--- src/gapv_pkg.sv ---
// ============================================================================
// gapv_pkg - shared constants for the gimbal axis PID velocity controller
// Field widths, fixed-point format, register map and reset values.
// ============================================================================
`timescale 1ns / 1ps
`default_nettype none

package gapv_pkg;

    // Axis count and fixed-point format
    localparam int NUM_AXES  = 3;
    localparam int FRAC_BITS = 16;

    // Field widths
    localparam int AXIS_W     = 2;
    localparam int DATA_W     = 32;
    localparam int GAIN_W     = 31;
    localparam int CFG_IDX_W  = 3;
    localparam int CFG_DATA_W = 31;
    localparam int ACTIVE_W   = 2;

    // Register map
    localparam logic [CFG_IDX_W-1:0] REG_GAIN_PROP      = 3'd0;
    localparam logic [CFG_IDX_W-1:0] REG_GAIN_DERIV     = 3'd1;
    localparam logic [CFG_IDX_W-1:0] REG_GAIN_INTEG     = 3'd2;
    localparam logic [CFG_IDX_W-1:0] REG_VELOCITY_LIMIT = 3'd3;
    localparam logic [CFG_IDX_W-1:0] REG_FILTER_TAU     = 3'd4;
    localparam logic [CFG_IDX_W-1:0] REG_ACTIVE_AXES    = 3'd5;

    // Reset values: 8.0, 1.0, 0.1 (rounded), 0.0
    localparam logic [GAIN_W-1:0] RST_GAIN_PROP  = GAIN_W'(8 << FRAC_BITS);
    localparam logic [GAIN_W-1:0] RST_GAIN_DERIV = GAIN_W'(1 << FRAC_BITS);
    localparam logic [GAIN_W-1:0] RST_GAIN_INTEG = GAIN_W'(((1 << FRAC_BITS) + 5) / 10);
    localparam logic [GAIN_W-1:0] RST_ZERO       = '0;
    localparam logic [ACTIVE_W-1:0] RST_ACTIVE_AXES = 2'd1;

endpackage : gapv_pkg

`default_nettype wire

--- src/gapv_sample_if.sv ---
// ============================================================================
// gapv_sample_if - measurement word channel
// Valid/ready channel carrying one axis update: angles, rate and time step.
// ============================================================================
`timescale 1ns / 1ps
`default_nettype none

interface gapv_sample_if;
    import gapv_pkg::*;

    logic                     valid;
    logic                     ready;
    logic [AXIS_W-1:0]        axis;
    logic signed [DATA_W-1:0] target_angle;
    logic signed [DATA_W-1:0] measured_angle;
    logic signed [DATA_W-1:0] measured_rate;
    logic [GAIN_W-1:0]        step_time;

    modport source (
        output valid, axis, target_angle, measured_angle, measured_rate, step_time,
        input  ready
    );

    modport sink (
        input  valid, axis, target_angle, measured_angle, measured_rate, step_time,
        output ready
    );
endinterface : gapv_sample_if

`default_nettype wire

--- src/gapv_command_if.sv ---
// ============================================================================
// gapv_command_if - rate command word channel
// Valid/ready channel carrying one commanded joint velocity and its axis.
// ============================================================================
`timescale 1ns / 1ps
`default_nettype none

interface gapv_command_if;
    import gapv_pkg::*;

    logic                     valid;
    logic                     ready;
    logic [AXIS_W-1:0]        axis_out;
    logic signed [DATA_W-1:0] rate_command;

    modport source (
        output valid, axis_out, rate_command,
        input  ready
    );

    modport sink (
        input  valid, axis_out, rate_command,
        output ready
    );
endinterface : gapv_command_if

`default_nettype wire

--- src/gimbal_axis_pid_velocity.sv ---
// ============================================================================
// gimbal_axis_pid_velocity - per-axis PID velocity controller
// Setpoint low-pass, error integral and PID sum for up to NUM_AXES axes,
// computed with a bit-serial shift-add multiplier and a bit-serial divider.
// ============================================================================
// One sample word is processed at a time. A word for an active axis passes
// through six shift-add products, the setpoint divide and the control states
// before its command is loaded, and the next word is accepted once the
// sequencer is back in idle; with step_time + filter_tau equal to zero the
// divide is skipped. The single shift-add multiplier retires one bit of the
// 31-bit gain, time step or filter constant per cycle over six products, and
// the restoring divider of the setpoint filter gives one quotient bit per
// cycle. A word for an inactive axis is dropped in the cycle it is accepted.
// The command register lets a new sample be accepted while the previous
// command waits to be taken. Configuration writes must happen only while the
// block is idle.
`timescale 1ns / 1ps
`default_nettype none

module gimbal_axis_pid_velocity (
    input  wire logic                        clk,
    input  wire logic                        rst_n,
    gapv_sample_if.sink                      sample,
    gapv_command_if.source                   command,
    input  wire logic                        cfg_wr_en,
    input  wire logic [gapv_pkg::CFG_IDX_W-1:0]  cfg_index,
    input  wire logic [gapv_pkg::CFG_DATA_W-1:0] cfg_data
);
    import gapv_pkg::*;

    // Local sizes
    localparam int ACC_W      = 66;
    localparam int ERR_W      = DATA_W + 1;
    localparam int DEN_W      = GAIN_W + 1;
    localparam int MUL_STEPS  = GAIN_W;
    localparam int DIV_STEPS  = DATA_W;
    localparam int CNT_W      = $clog2(DIV_STEPS);
    localparam int AXIS_IDX_W = (NUM_AXES > 1) ? $clog2(NUM_AXES) : 1;
    localparam int AXIS_CMP_W = 4;

    localparam logic signed [ACC_W-1:0] SAT_HI =
        {{(ACC_W-DATA_W+1){1'b0}}, {(DATA_W-1){1'b1}}};
    localparam logic signed [ACC_W-1:0] SAT_LO =
        {{(ACC_W-DATA_W+1){1'b1}}, {(DATA_W-1){1'b0}}};

    // Sequencer states
    localparam logic [3:0] S_IDLE   = 4'd0;
    localparam logic [3:0] S_MUL1   = 4'd1;
    localparam logic [3:0] S_MUL2   = 4'd2;
    localparam logic [3:0] S_DIVSET = 4'd3;
    localparam logic [3:0] S_DIV    = 4'd4;
    localparam logic [3:0] S_DIVEND = 4'd5;
    localparam logic [3:0] S_ERR    = 4'd6;
    localparam logic [3:0] S_MUL3   = 4'd7;
    localparam logic [3:0] S_INTEG  = 4'd8;
    localparam logic [3:0] S_MUL4   = 4'd9;
    localparam logic [3:0] S_MUL5   = 4'd10;
    localparam logic [3:0] S_MUL6   = 4'd11;
    localparam logic [3:0] S_CMD    = 4'd12;
    localparam logic [3:0] S_OUT    = 4'd13;

    // Saturate a wide signed value to 32 bits
    function automatic logic [DATA_W-1:0] sat32(input logic signed [ACC_W-1:0] v);
        logic [DATA_W-1:0] r;
        if (v > SAT_HI)
            r = SAT_HI[DATA_W-1:0];
        else if (v < SAT_LO)
            r = SAT_LO[DATA_W-1:0];
        else
            r = v[DATA_W-1:0];
        return r;
    endfunction

    // Configuration registers
    logic [GAIN_W-1:0]   gain_prop_reg;
    logic [GAIN_W-1:0]   gain_deriv_reg;
    logic [GAIN_W-1:0]   gain_integ_reg;
    logic [GAIN_W-1:0]   velocity_limit_reg;
    logic [GAIN_W-1:0]   filter_tau_reg;
    logic [ACTIVE_W-1:0] active_axes_reg;

    // Per-axis state
    logic [DATA_W-1:0] filt_arr_reg  [NUM_AXES];
    logic [DATA_W-1:0] integ_arr_reg [NUM_AXES];

    // Control registers
    logic [3:0]       state_reg, state_next;
    logic [CNT_W-1:0] cnt_reg, cnt_next;
    logic             out_valid_reg, out_valid_next;

    // Datapath registers
    logic signed [ACC_W-1:0]  acc_reg, acc_next;
    logic signed [ACC_W-1:0]  mcand_reg, mcand_next;
    logic [GAIN_W-1:0]        mplier_reg, mplier_next;
    logic                     mul_sub_reg, mul_sub_next;
    logic [AXIS_W-1:0]        axis_reg, axis_next;
    logic [DATA_W-1:0]        target_reg, target_next;
    logic [DATA_W-1:0]        meas_reg, meas_next;
    logic [DATA_W-1:0]        rate_reg, rate_next;
    logic [GAIN_W-1:0]        dt_reg, dt_next;
    logic [DEN_W-1:0]         den_reg, den_next;
    logic                     div_neg_reg, div_neg_next;
    logic [DATA_W-1:0]        div_rem_reg, div_rem_next;
    logic [DATA_W-1:0]        div_quo_reg, div_quo_next;
    logic [DATA_W-1:0]        ft_reg, ft_next;
    logic [ERR_W-1:0]         err_reg, err_next;
    logic [DATA_W-1:0]        integ_reg, integ_next;
    logic [DATA_W-1:0]        cmd_reg, cmd_next;
    logic [AXIS_W-1:0]        out_axis_reg, out_axis_next;
    logic [DATA_W-1:0]        out_cmd_reg, out_cmd_next;

    // Combinational helpers
    logic                         accept;
    logic                         axis_ok;
    logic [AXIS_W+AXIS_IDX_W-1:0] axis_wide;
    logic [AXIS_IDX_W-1:0]        axis_idx;
    logic                         mul_last;
    logic                         div_last;
    logic signed [ACC_W-1:0]      acc_step;
    logic signed [ACC_W-1:0]      num_mag;
    logic [DEN_W:0]               div_trial;
    logic [DEN_W:0]               div_diff;
    logic                         div_ge;
    logic [DATA_W-1:0]            ft_div;
    logic [ERR_W-1:0]             err_calc;
    logic signed [ACC_W-1:0]      integ_old_ext;
    logic signed [ACC_W-1:0]      integ_sum;
    logic [DATA_W-1:0]            integ_calc;
    logic [DATA_W-1:0]            cmd_sat;
    logic signed [ERR_W-1:0]      cmd_ext;
    logic signed [ERR_W-1:0]      lim_ext;
    logic signed [ERR_W-1:0]      lim_neg;
    logic                         ft_we;
    logic                         integ_we;

    // Handshake
    assign sample.ready = (state_reg == S_IDLE);
    assign accept       = sample.valid && sample.ready;
    assign axis_ok      = (sample.axis < active_axes_reg) &&
                          ({2'b00, sample.axis} < AXIS_CMP_W'(NUM_AXES));

    assign command.valid        = out_valid_reg;
    assign command.axis_out     = out_axis_reg;
    assign command.rate_command = out_cmd_reg;

    // Axis index into the state arrays
    assign axis_wide = {{AXIS_IDX_W{1'b0}}, axis_reg};
    assign axis_idx  = axis_wide[AXIS_IDX_W-1:0];

    // Shift-add step: one multiplier bit per cycle
    assign mul_last = (cnt_reg == CNT_W'(MUL_STEPS - 1));
    always_comb
    begin
        acc_step = acc_reg;
        if (mplier_reg[0])
        begin
            if (mul_sub_reg)
                acc_step = acc_reg - mcand_reg;
            else
                acc_step = acc_reg + mcand_reg;
        end
    end

    // Restoring divide step: one quotient bit per cycle
    assign div_last  = (cnt_reg == CNT_W'(DIV_STEPS - 1));
    assign num_mag   = acc_reg[ACC_W-1] ? -acc_reg : acc_reg;
    assign div_trial = {div_rem_reg, div_quo_reg[DATA_W-1]};
    assign div_diff  = div_trial - {1'b0, den_reg};
    assign div_ge    = !div_diff[DEN_W];
    assign ft_div    = div_neg_reg ? (~div_quo_reg + 1'b1) : div_quo_reg;

    // Error, integral and command
    assign err_calc      = {ft_reg[DATA_W-1], ft_reg} - {meas_reg[DATA_W-1], meas_reg};
    assign integ_old_ext = {{(ACC_W-DATA_W){integ_arr_reg[axis_idx][DATA_W-1]}},
                            integ_arr_reg[axis_idx]};
    assign integ_sum     = integ_old_ext + (acc_reg >>> FRAC_BITS);
    assign integ_calc    = sat32(integ_sum);
    assign cmd_sat       = sat32(acc_reg >>> FRAC_BITS);
    assign cmd_ext       = {cmd_sat[DATA_W-1], cmd_sat};
    assign lim_ext       = {2'b00, velocity_limit_reg};
    assign lim_neg       = -lim_ext;

    // Sequencer and datapath next state
    always_comb
    begin
        state_next     = state_reg;
        cnt_next       = cnt_reg;
        out_valid_next = out_valid_reg;
        acc_next       = acc_reg;
        mcand_next     = mcand_reg;
        mplier_next    = mplier_reg;
        mul_sub_next   = mul_sub_reg;
        axis_next      = axis_reg;
        target_next    = target_reg;
        meas_next      = meas_reg;
        rate_next      = rate_reg;
        dt_next        = dt_reg;
        den_next       = den_reg;
        div_neg_next   = div_neg_reg;
        div_rem_next   = div_rem_reg;
        div_quo_next   = div_quo_reg;
        ft_next        = ft_reg;
        err_next       = err_reg;
        integ_next     = integ_reg;
        cmd_next       = cmd_reg;
        out_axis_next  = out_axis_reg;
        out_cmd_next   = out_cmd_reg;
        ft_we          = 1'b0;
        integ_we       = 1'b0;

        // Command register drains independently
        if (out_valid_reg && command.ready)
            out_valid_next = 1'b0;

        case (state_reg)
            S_IDLE:
            begin
                if (accept && axis_ok)
                begin
                    axis_next    = sample.axis;
                    target_next  = sample.target_angle;
                    meas_next    = sample.measured_angle;
                    rate_next    = sample.measured_rate;
                    dt_next      = sample.step_time;
                    den_next     = {1'b0, sample.step_time} + {1'b0, filter_tau_reg};
                    acc_next     = '0;
                    mcand_next   = {{(ACC_W-DATA_W){sample.target_angle[DATA_W-1]}},
                                    sample.target_angle};
                    mplier_next  = sample.step_time;
                    mul_sub_next = 1'b0;
                    cnt_next     = '0;
                    state_next   = S_MUL1;
                end
            end

            // dt * target
            S_MUL1:
            begin
                acc_next    = acc_step;
                mcand_next  = mcand_reg <<< 1;
                mplier_next = mplier_reg >> 1;
                cnt_next    = cnt_reg + 1'b1;
                if (mul_last)
                begin
                    mcand_next  = {{(ACC_W-DATA_W){filt_arr_reg[axis_idx][DATA_W-1]}},
                                   filt_arr_reg[axis_idx]};
                    mplier_next = filter_tau_reg;
                    cnt_next    = '0;
                    state_next  = S_MUL2;
                end
            end

            // + tau * filtered target
            S_MUL2:
            begin
                acc_next    = acc_step;
                mcand_next  = mcand_reg <<< 1;
                mplier_next = mplier_reg >> 1;
                cnt_next    = cnt_reg + 1'b1;
                if (mul_last)
                begin
                    cnt_next = '0;
                    if (den_reg == '0)
                    begin
                        ft_next    = target_reg;
                        ft_we      = 1'b1;
                        state_next = S_ERR;
                    end
                    else
                        state_next = S_DIVSET;
                end
            end

            // Split numerator magnitude; the high half is already below den
            S_DIVSET:
            begin
                div_neg_next = acc_reg[ACC_W-1];
                div_rem_next = num_mag[2*DATA_W-1:DATA_W];
                div_quo_next = num_mag[DATA_W-1:0];
                cnt_next     = '0;
                state_next   = S_DIV;
            end

            S_DIV:
            begin
                div_rem_next = div_ge ? div_diff[DATA_W-1:0] : div_trial[DATA_W-1:0];
                div_quo_next = {div_quo_reg[DATA_W-2:0], div_ge};
                cnt_next     = cnt_reg + 1'b1;
                if (div_last)
                    state_next = S_DIVEND;
            end

            // Truncate toward zero: apply the numerator sign
            S_DIVEND:
            begin
                ft_next    = ft_div;
                ft_we      = 1'b1;
                state_next = S_ERR;
            end

            S_ERR:
            begin
                err_next     = err_calc;
                acc_next     = '0;
                mcand_next   = {{(ACC_W-ERR_W){err_calc[ERR_W-1]}}, err_calc};
                mplier_next  = dt_reg;
                mul_sub_next = 1'b0;
                cnt_next     = '0;
                state_next   = S_MUL3;
            end

            // dt * err
            S_MUL3:
            begin
                acc_next    = acc_step;
                mcand_next  = mcand_reg <<< 1;
                mplier_next = mplier_reg >> 1;
                cnt_next    = cnt_reg + 1'b1;
                if (mul_last)
                begin
                    cnt_next   = '0;
                    state_next = S_INTEG;
                end
            end

            // Integral update, then start kp * err
            S_INTEG:
            begin
                integ_next   = integ_calc;
                integ_we     = 1'b1;
                acc_next     = '0;
                mcand_next   = {{(ACC_W-ERR_W){err_reg[ERR_W-1]}}, err_reg};
                mplier_next  = gain_prop_reg;
                mul_sub_next = 1'b0;
                cnt_next     = '0;
                state_next   = S_MUL4;
            end

            // kp * err
            S_MUL4:
            begin
                acc_next    = acc_step;
                mcand_next  = mcand_reg <<< 1;
                mplier_next = mplier_reg >> 1;
                cnt_next    = cnt_reg + 1'b1;
                if (mul_last)
                begin
                    mcand_next   = {{(ACC_W-DATA_W){rate_reg[DATA_W-1]}}, rate_reg};
                    mplier_next  = gain_deriv_reg;
                    mul_sub_next = 1'b1;
                    cnt_next     = '0;
                    state_next   = S_MUL5;
                end
            end

            // - kd * rate
            S_MUL5:
            begin
                acc_next    = acc_step;
                mcand_next  = mcand_reg <<< 1;
                mplier_next = mplier_reg >> 1;
                cnt_next    = cnt_reg + 1'b1;
                if (mul_last)
                begin
                    mcand_next   = {{(ACC_W-DATA_W){integ_reg[DATA_W-1]}}, integ_reg};
                    mplier_next  = gain_integ_reg;
                    mul_sub_next = 1'b0;
                    cnt_next     = '0;
                    state_next   = S_MUL6;
                end
            end

            // + ki * integral
            S_MUL6:
            begin
                acc_next    = acc_step;
                mcand_next  = mcand_reg <<< 1;
                mplier_next = mplier_reg >> 1;
                cnt_next    = cnt_reg + 1'b1;
                if (mul_last)
                begin
                    cnt_next   = '0;
                    state_next = S_CMD;
                end
            end

            // Floor, saturate, then clamp to the velocity limit
            S_CMD:
            begin
                cmd_next = cmd_sat;
                if (velocity_limit_reg != '0)
                begin
                    if (cmd_ext > lim_ext)
                        cmd_next = lim_ext[DATA_W-1:0];
                    else if (cmd_ext < lim_neg)
                        cmd_next = lim_neg[DATA_W-1:0];
                end
                state_next = S_OUT;
            end

            // Wait for the command register to be free
            S_OUT:
            begin
                if (!out_valid_reg || command.ready)
                begin
                    out_valid_next = 1'b1;
                    out_axis_next  = axis_reg;
                    out_cmd_next   = cmd_reg;
                    state_next     = S_IDLE;
                end
            end

            default:
            begin
                state_next = S_IDLE;
            end
        endcase
    end

    // Control state
    always_ff @(posedge clk or negedge rst_n)
    begin
        if (!rst_n)
        begin
            state_reg     <= S_IDLE;
            cnt_reg       <= '0;
            out_valid_reg <= 1'b0;
        end
        else
        begin
            state_reg     <= state_next;
            cnt_reg       <= cnt_next;
            out_valid_reg <= out_valid_next;
        end
    end

    // Datapath payload
    always_ff @(posedge clk)
    begin
        acc_reg      <= acc_next;
        mcand_reg    <= mcand_next;
        mplier_reg   <= mplier_next;
        mul_sub_reg  <= mul_sub_next;
        axis_reg     <= axis_next;
        target_reg   <= target_next;
        meas_reg     <= meas_next;
        rate_reg     <= rate_next;
        dt_reg       <= dt_next;
        den_reg      <= den_next;
        div_neg_reg  <= div_neg_next;
        div_rem_reg  <= div_rem_next;
        div_quo_reg  <= div_quo_next;
        ft_reg       <= ft_next;
        err_reg      <= err_next;
        integ_reg    <= integ_next;
        cmd_reg      <= cmd_next;
        out_axis_reg <= out_axis_next;
        out_cmd_reg  <= out_cmd_next;
    end

    // Per-axis filter and integral state
    always_ff @(posedge clk or negedge rst_n)
    begin
        if (!rst_n)
        begin
            for (int i = 0; i < NUM_AXES; i++)
            begin
                filt_arr_reg[i]  <= '0;
                integ_arr_reg[i] <= '0;
            end
        end
        else
        begin
            if (ft_we)
                filt_arr_reg[axis_idx] <= ft_next;
            if (integ_we)
                integ_arr_reg[axis_idx] <= integ_calc;
        end
    end

    // Configuration writes
    always_ff @(posedge clk or negedge rst_n)
    begin
        if (!rst_n)
        begin
            gain_prop_reg      <= RST_GAIN_PROP;
            gain_deriv_reg     <= RST_GAIN_DERIV;
            gain_integ_reg     <= RST_GAIN_INTEG;
            velocity_limit_reg <= RST_ZERO;
            filter_tau_reg     <= RST_ZERO;
            active_axes_reg    <= RST_ACTIVE_AXES;
        end
        else if (cfg_wr_en)
        begin
            case (cfg_index)
                REG_GAIN_PROP:      gain_prop_reg      <= cfg_data;
                REG_GAIN_DERIV:     gain_deriv_reg     <= cfg_data;
                REG_GAIN_INTEG:     gain_integ_reg     <= cfg_data;
                REG_VELOCITY_LIMIT: velocity_limit_reg <= cfg_data;
                REG_FILTER_TAU:     filter_tau_reg     <= cfg_data;
                REG_ACTIVE_AXES:    active_axes_reg    <= cfg_data[ACTIVE_W-1:0];
                default:            ;
            endcase
        end
    end

    // Assertions
    a_idle_holds: assert property (@(posedge clk) disable iff (!rst_n)
        (state_reg == S_IDLE && !accept) |=> (state_reg == S_IDLE))
        else $error("sequencer left idle without an accepted word");

    a_rem_below_den: assert property (@(posedge clk) disable iff (!rst_n)
        (state_reg == S_DIV) |-> ({1'b0, div_rem_reg} < den_reg))
        else $error("divider remainder not below divisor");

    a_quo_fits: assert property (@(posedge clk) disable iff (!rst_n)
        (state_reg == S_DIVEND) |->
            (!div_quo_reg[DATA_W-1] || (div_neg_reg && div_quo_reg[DATA_W-2:0] == '0)))
        else $error("filter quotient out of 32-bit range");

    a_cmd_clamped: assert property (@(posedge clk) disable iff (!rst_n)
        (out_valid_reg && velocity_limit_reg != '0) |->
            ($signed({out_cmd_reg[DATA_W-1], out_cmd_reg}) <= lim_ext &&
             $signed({out_cmd_reg[DATA_W-1], out_cmd_reg}) >= lim_neg))
        else $error("command exceeds velocity limit");

endmodule : gimbal_axis_pid_velocity

`default_nettype wire
--- src/flat_wrapper.sv ---
// flat-port wrapper written by rule: the top's interface ports become plain ports
module gimbal_axis_pid_velocity_flat import gapv_pkg::*;
  (clk, rst_n, cfg_wr_en, cfg_index, cfg_data, sample_valid, sample_axis, sample_target_angle, sample_measured_angle, sample_measured_rate, sample_step_time, sample_ready, command_valid, command_axis_out, command_rate_command, command_ready);
  gapv_sample_if sample_i ();
  gapv_command_if command_i ();
  input  wire logic clk;
  input  wire logic rst_n;
  input  wire logic cfg_wr_en;
  input  wire logic [gapv_pkg::CFG_IDX_W-1:0] cfg_index;
  input  wire logic [gapv_pkg::CFG_DATA_W-1:0] cfg_data;
  input wire logic [$bits(sample_i.valid)-1:0] sample_valid;
  input wire logic [$bits(sample_i.axis)-1:0] sample_axis;
  input wire logic [$bits(sample_i.target_angle)-1:0] sample_target_angle;
  input wire logic [$bits(sample_i.measured_angle)-1:0] sample_measured_angle;
  input wire logic [$bits(sample_i.measured_rate)-1:0] sample_measured_rate;
  input wire logic [$bits(sample_i.step_time)-1:0] sample_step_time;
  output wire logic [$bits(sample_i.ready)-1:0] sample_ready;
  output wire logic [$bits(command_i.valid)-1:0] command_valid;
  output wire logic [$bits(command_i.axis_out)-1:0] command_axis_out;
  output wire logic [$bits(command_i.rate_command)-1:0] command_rate_command;
  input wire logic [$bits(command_i.ready)-1:0] command_ready;
  assign sample_i.valid = sample_valid;
  assign sample_i.axis = sample_axis;
  assign sample_i.target_angle = sample_target_angle;
  assign sample_i.measured_angle = sample_measured_angle;
  assign sample_i.measured_rate = sample_measured_rate;
  assign sample_i.step_time = sample_step_time;
  assign sample_ready = sample_i.ready;
  assign command_valid = command_i.valid;
  assign command_axis_out = command_i.axis_out;
  assign command_rate_command = command_i.rate_command;
  assign command_i.ready = command_ready;
  gimbal_axis_pid_velocity u_core (.clk(clk), .rst_n(rst_n), .sample(sample_i), .command(command_i), .cfg_wr_en(cfg_wr_en), .cfg_index(cfg_index), .cfg_data(cfg_data));
endmodule
--- config.mk ---
export PLATFORM = sky130hd
export DESIGN_NAME = gimbal_axis_pid_velocity_flat
export DESIGN_NICKNAME = d
export VERILOG_FILES = /design/src/gapv_pkg.sv /design/src/gapv_sample_if.sv /design/src/gapv_command_if.sv /design/src/gimbal_axis_pid_velocity.sv /design/src/flat_wrapper.sv
export SDC_FILE = /design/constraint.sdc
export NUM_CORES = 2
export LEC_CHECK = 0
export ABC_AREA = 1
export BUFFER_PORTS_ARGS = -buffer_cell sky130_fd_sc_hd__buf_2
export CAP_MARGIN = 15
export CORE_ASPECT_RATIO = 0.75
export CORE_MARGIN = 3
export CORE_UTILIZATION = 50
export DETAILED_ROUTE_END_ITERATION = 8
export PLACE_DENSITY = 0.64
export SYNTH_ARGS = -nofsm -noshare
export SYNTH_HDL_FRONTEND = slang
export SYNTH_SLANG_ARGS = --single-unit
export TNS_END_PERCENT = 1
--- constraint.sdc ---
create_clock -name clk -period 17.1 [get_ports clk]
set_input_delay 2.565 -clock clk [delete_from_list [all_inputs] [get_ports clk]]
set_output_delay 2.565 -clock clk [all_outputs]
set_load 0.01 [all_outputs]
==> results.ini <==
[clocking]
post-cts-setup-buffers = 0
cts_buffers = 94
clk_pin_slew_ns = 0.06
cts-root-buf = clkbuf_16
hold_buffers = 0
clk_latency_ns = 0.73
ctsHtreeMaxLevel = 3
cts_tree = yes
clockBufferDepth = 3
cts.sinks = 912
cts.repair.resized = 0

[sta]
finalClockSkew_ns = 0.0418
max_freq_ghz = 0.151
drv_slew = 0
tightestPinTransition_ns = 1.33
setup_viol = 0
rsz0062_at_grt = no
setup_slack_ns = 10.47
period_minus_slack_ns = 6.63
period_share = 0.388
tns_ns = 0
final_hold_viol_count = 0
slew_headroom = 0.107
hold_ws_ns = 0.417

[worst_setup_path]
startpoint_type = flip-flop
cpMostUsedCell = nand2_1
critPathCaptureType = flip-flop
cp_max_fo = 32
slowest_delay_ns = 0.94
cp.required_ns = 17.55
crit-reg2reg-launch = u_core.acc_reg[19]
path_cells = nand2_1 > inv_1 > nand2_1 > nor2_1 > nand2_1 > nor2_1 > nand2_1 > nand3_2 > o21ai_0 > ha_1 > nand3_1 > nor4_1 > inv_1 > nor4_1 > nand2_1 > nand2_1 > nand2_1 > nand2_1 > nand2_1 > nand2_1 > nand2_1
cp.arrival_ns = 7.09
critPathKind = flip-flop to flip-flop
slowest_stage = nand2_1
startpoint = u_core.acc_reg[19]

[synth]
yosysMostFrequentCell = nand2_1
synth_area_leaders = edfxtp_1, dfrtp_1, nand2_1
syn_nets = 8291
synth-main-ff-cell = edfxtp_1
yosysTopAreaCell = edfxtp_1
syn_inst = 7838
syn_avg_cell_area_um2 = 7.70
yosysSeqAreaShare = 0.419
yosys-top-cells-count = nand2_1, inv_1, nor2_1
yosysTopAreaCellShare = 0.259
async_flop_share = 0.394
synth_cell_types = 72
synth_area_um2 = 60300
ys_seq_elements = 912
synth_warnings = 0
synth_edf_count = 521

[place]
dp_slack_ns = 10.67
hpwl_mm = 188
port_buffers = 203
place.gp.congestion = 1.04

[final_layout]
area_growth_syn_to_layout_pct = 9.73
nFillCells = 11300
fin_nets = 8411
drive_gt1_frac = 0.0827

[floorplanning]
rows = 109
die_w_um = 407
die_h_um = 307
ios = 204
core_area_um2 = 119000
die_area_um2 = 125000
start_util = 0.508

[detailed_routing]
drtIter0Drc = 8170
routed_wirelength_mm = 247
routedWlPerCell_um = 25.6
drc = 0
drtPass1Iterations = 6
vias_per_cell = 6.05
vias = 58400
ant_nets = 0

[worst_hold_path]
min_from = u_core.cmd_reg[23]
hold_path_class = flip-flop to flip-flop

[grt]
grt_max_degree = 138
grt_usage = 0.386
grt_antenna_before_repair = 15
grt_pass1_vias = 53400
gr-total-overflow = 0
grt_pass1_wl_mm = 357

[power_and_ir_drop]
power_density_nw_per_um2 = 229
ir_drop_mv = 0.160
p_leak_nw = 30.1

[run_status]
outcome = finished clean

[run]
max_cap_viol_count = 0

path summary, 6_finish.rpt:
path / slack, ns / cells after the start / end
worst max register to register: 10.47 / 21 / u_core.cmd_reg[0]
max in group asynchronous: 12.93 / 3 / u_core.gain_prop_reg[23]
min in group asynchronous: 1.84 / 1 / u_core.filt_arr_reg[67]
worst max-delay path: 10.47 / 21 / u_core.cmd_reg[0]
worst min-delay path: 0.42 / 0 / u_core.command.rate_command[23]
worst min register to register: 0.42 / 0 / u_core.command.rate_command[23]
critical path, delay by kind of cell, from the launching register on:
family,cells,cell delay [ns]
buf+inv,2,0.20
fa+ha+maj,1,0.45
flops,1,0.74
simple gates,17,4.46
compound gates,1,0.51
report_power, final:
group | switching [W] | leakage, nW | internal, W
registers | 0.000805 | 9.74 | 0.00341
clock network | 0.000959 | 1.55 | 0.00121
logic | 0.00625 | 18.8 | 0.00251
metal layers:
metal / track usage / share of wire
met5: 0 / 0.00037
met4: 0.117 / 0.035
met3: 0.134 / 0.14
met2: 0.527 / 0.40
met1: 0.569 / 0.43
layout by cell type (no fill, tap or decap), types with 50 or more instances in the layout:
cell,netlist,final
nand3_1,317,314
ha_1,280,280
xor2_1,179,179
buf_2,35,202
o21ai_0,574,574
edfxtp_1,521,521
nor2_1,613,594
xnor2_1,62,62
nand2_4,64,64
dfrtp_1,349,349
nand4_1,123,123
a21oi_1,598,598
clkbuf_16,0,98
inv_1,882,878
nand2_1,2233,2230
nor4_1,50,50
buf_4,11,74
a31oi_1,72,72
nor3_1,75,75
cell families after synthesis:
kind of cell	synth area share
xor+xnor	0.0354
fa+ha+maj	0.0597
flops	0.419
simple gates	0.258
compound gates	0.152
buf+inv	0.0756
layout make-up:
cell class	count	area (um^2)	share of cell area
multi-input combinational	5760	30600	0.462
sequential	912	25300	0.382
inverter	908	3420	0.0516
clock buffer	131	2680	0.0405
tap	1609	2010	0.0304
timing repair buffer	282	1670	0.0253
clock inverter	45	514	0.00777
antenna	5	12.5	0.000189
through the flow:
step	instance area [um^2]	utilization	std cells	total power (W)
2_1_floorplan	60300	-	7838	0.00962
5_1_grt	66200	0.557	9647	0.0160
3_3_place_gp	63000	0.530	9469	0.0125
3_5_place_dp	63000	0.530	9470	0.0126
6_report	66200	0.557	9652	0.0152
4_1_cts	66200	0.557	9646	0.0148
No activity file was read; power rests on OpenSTA's default activity.
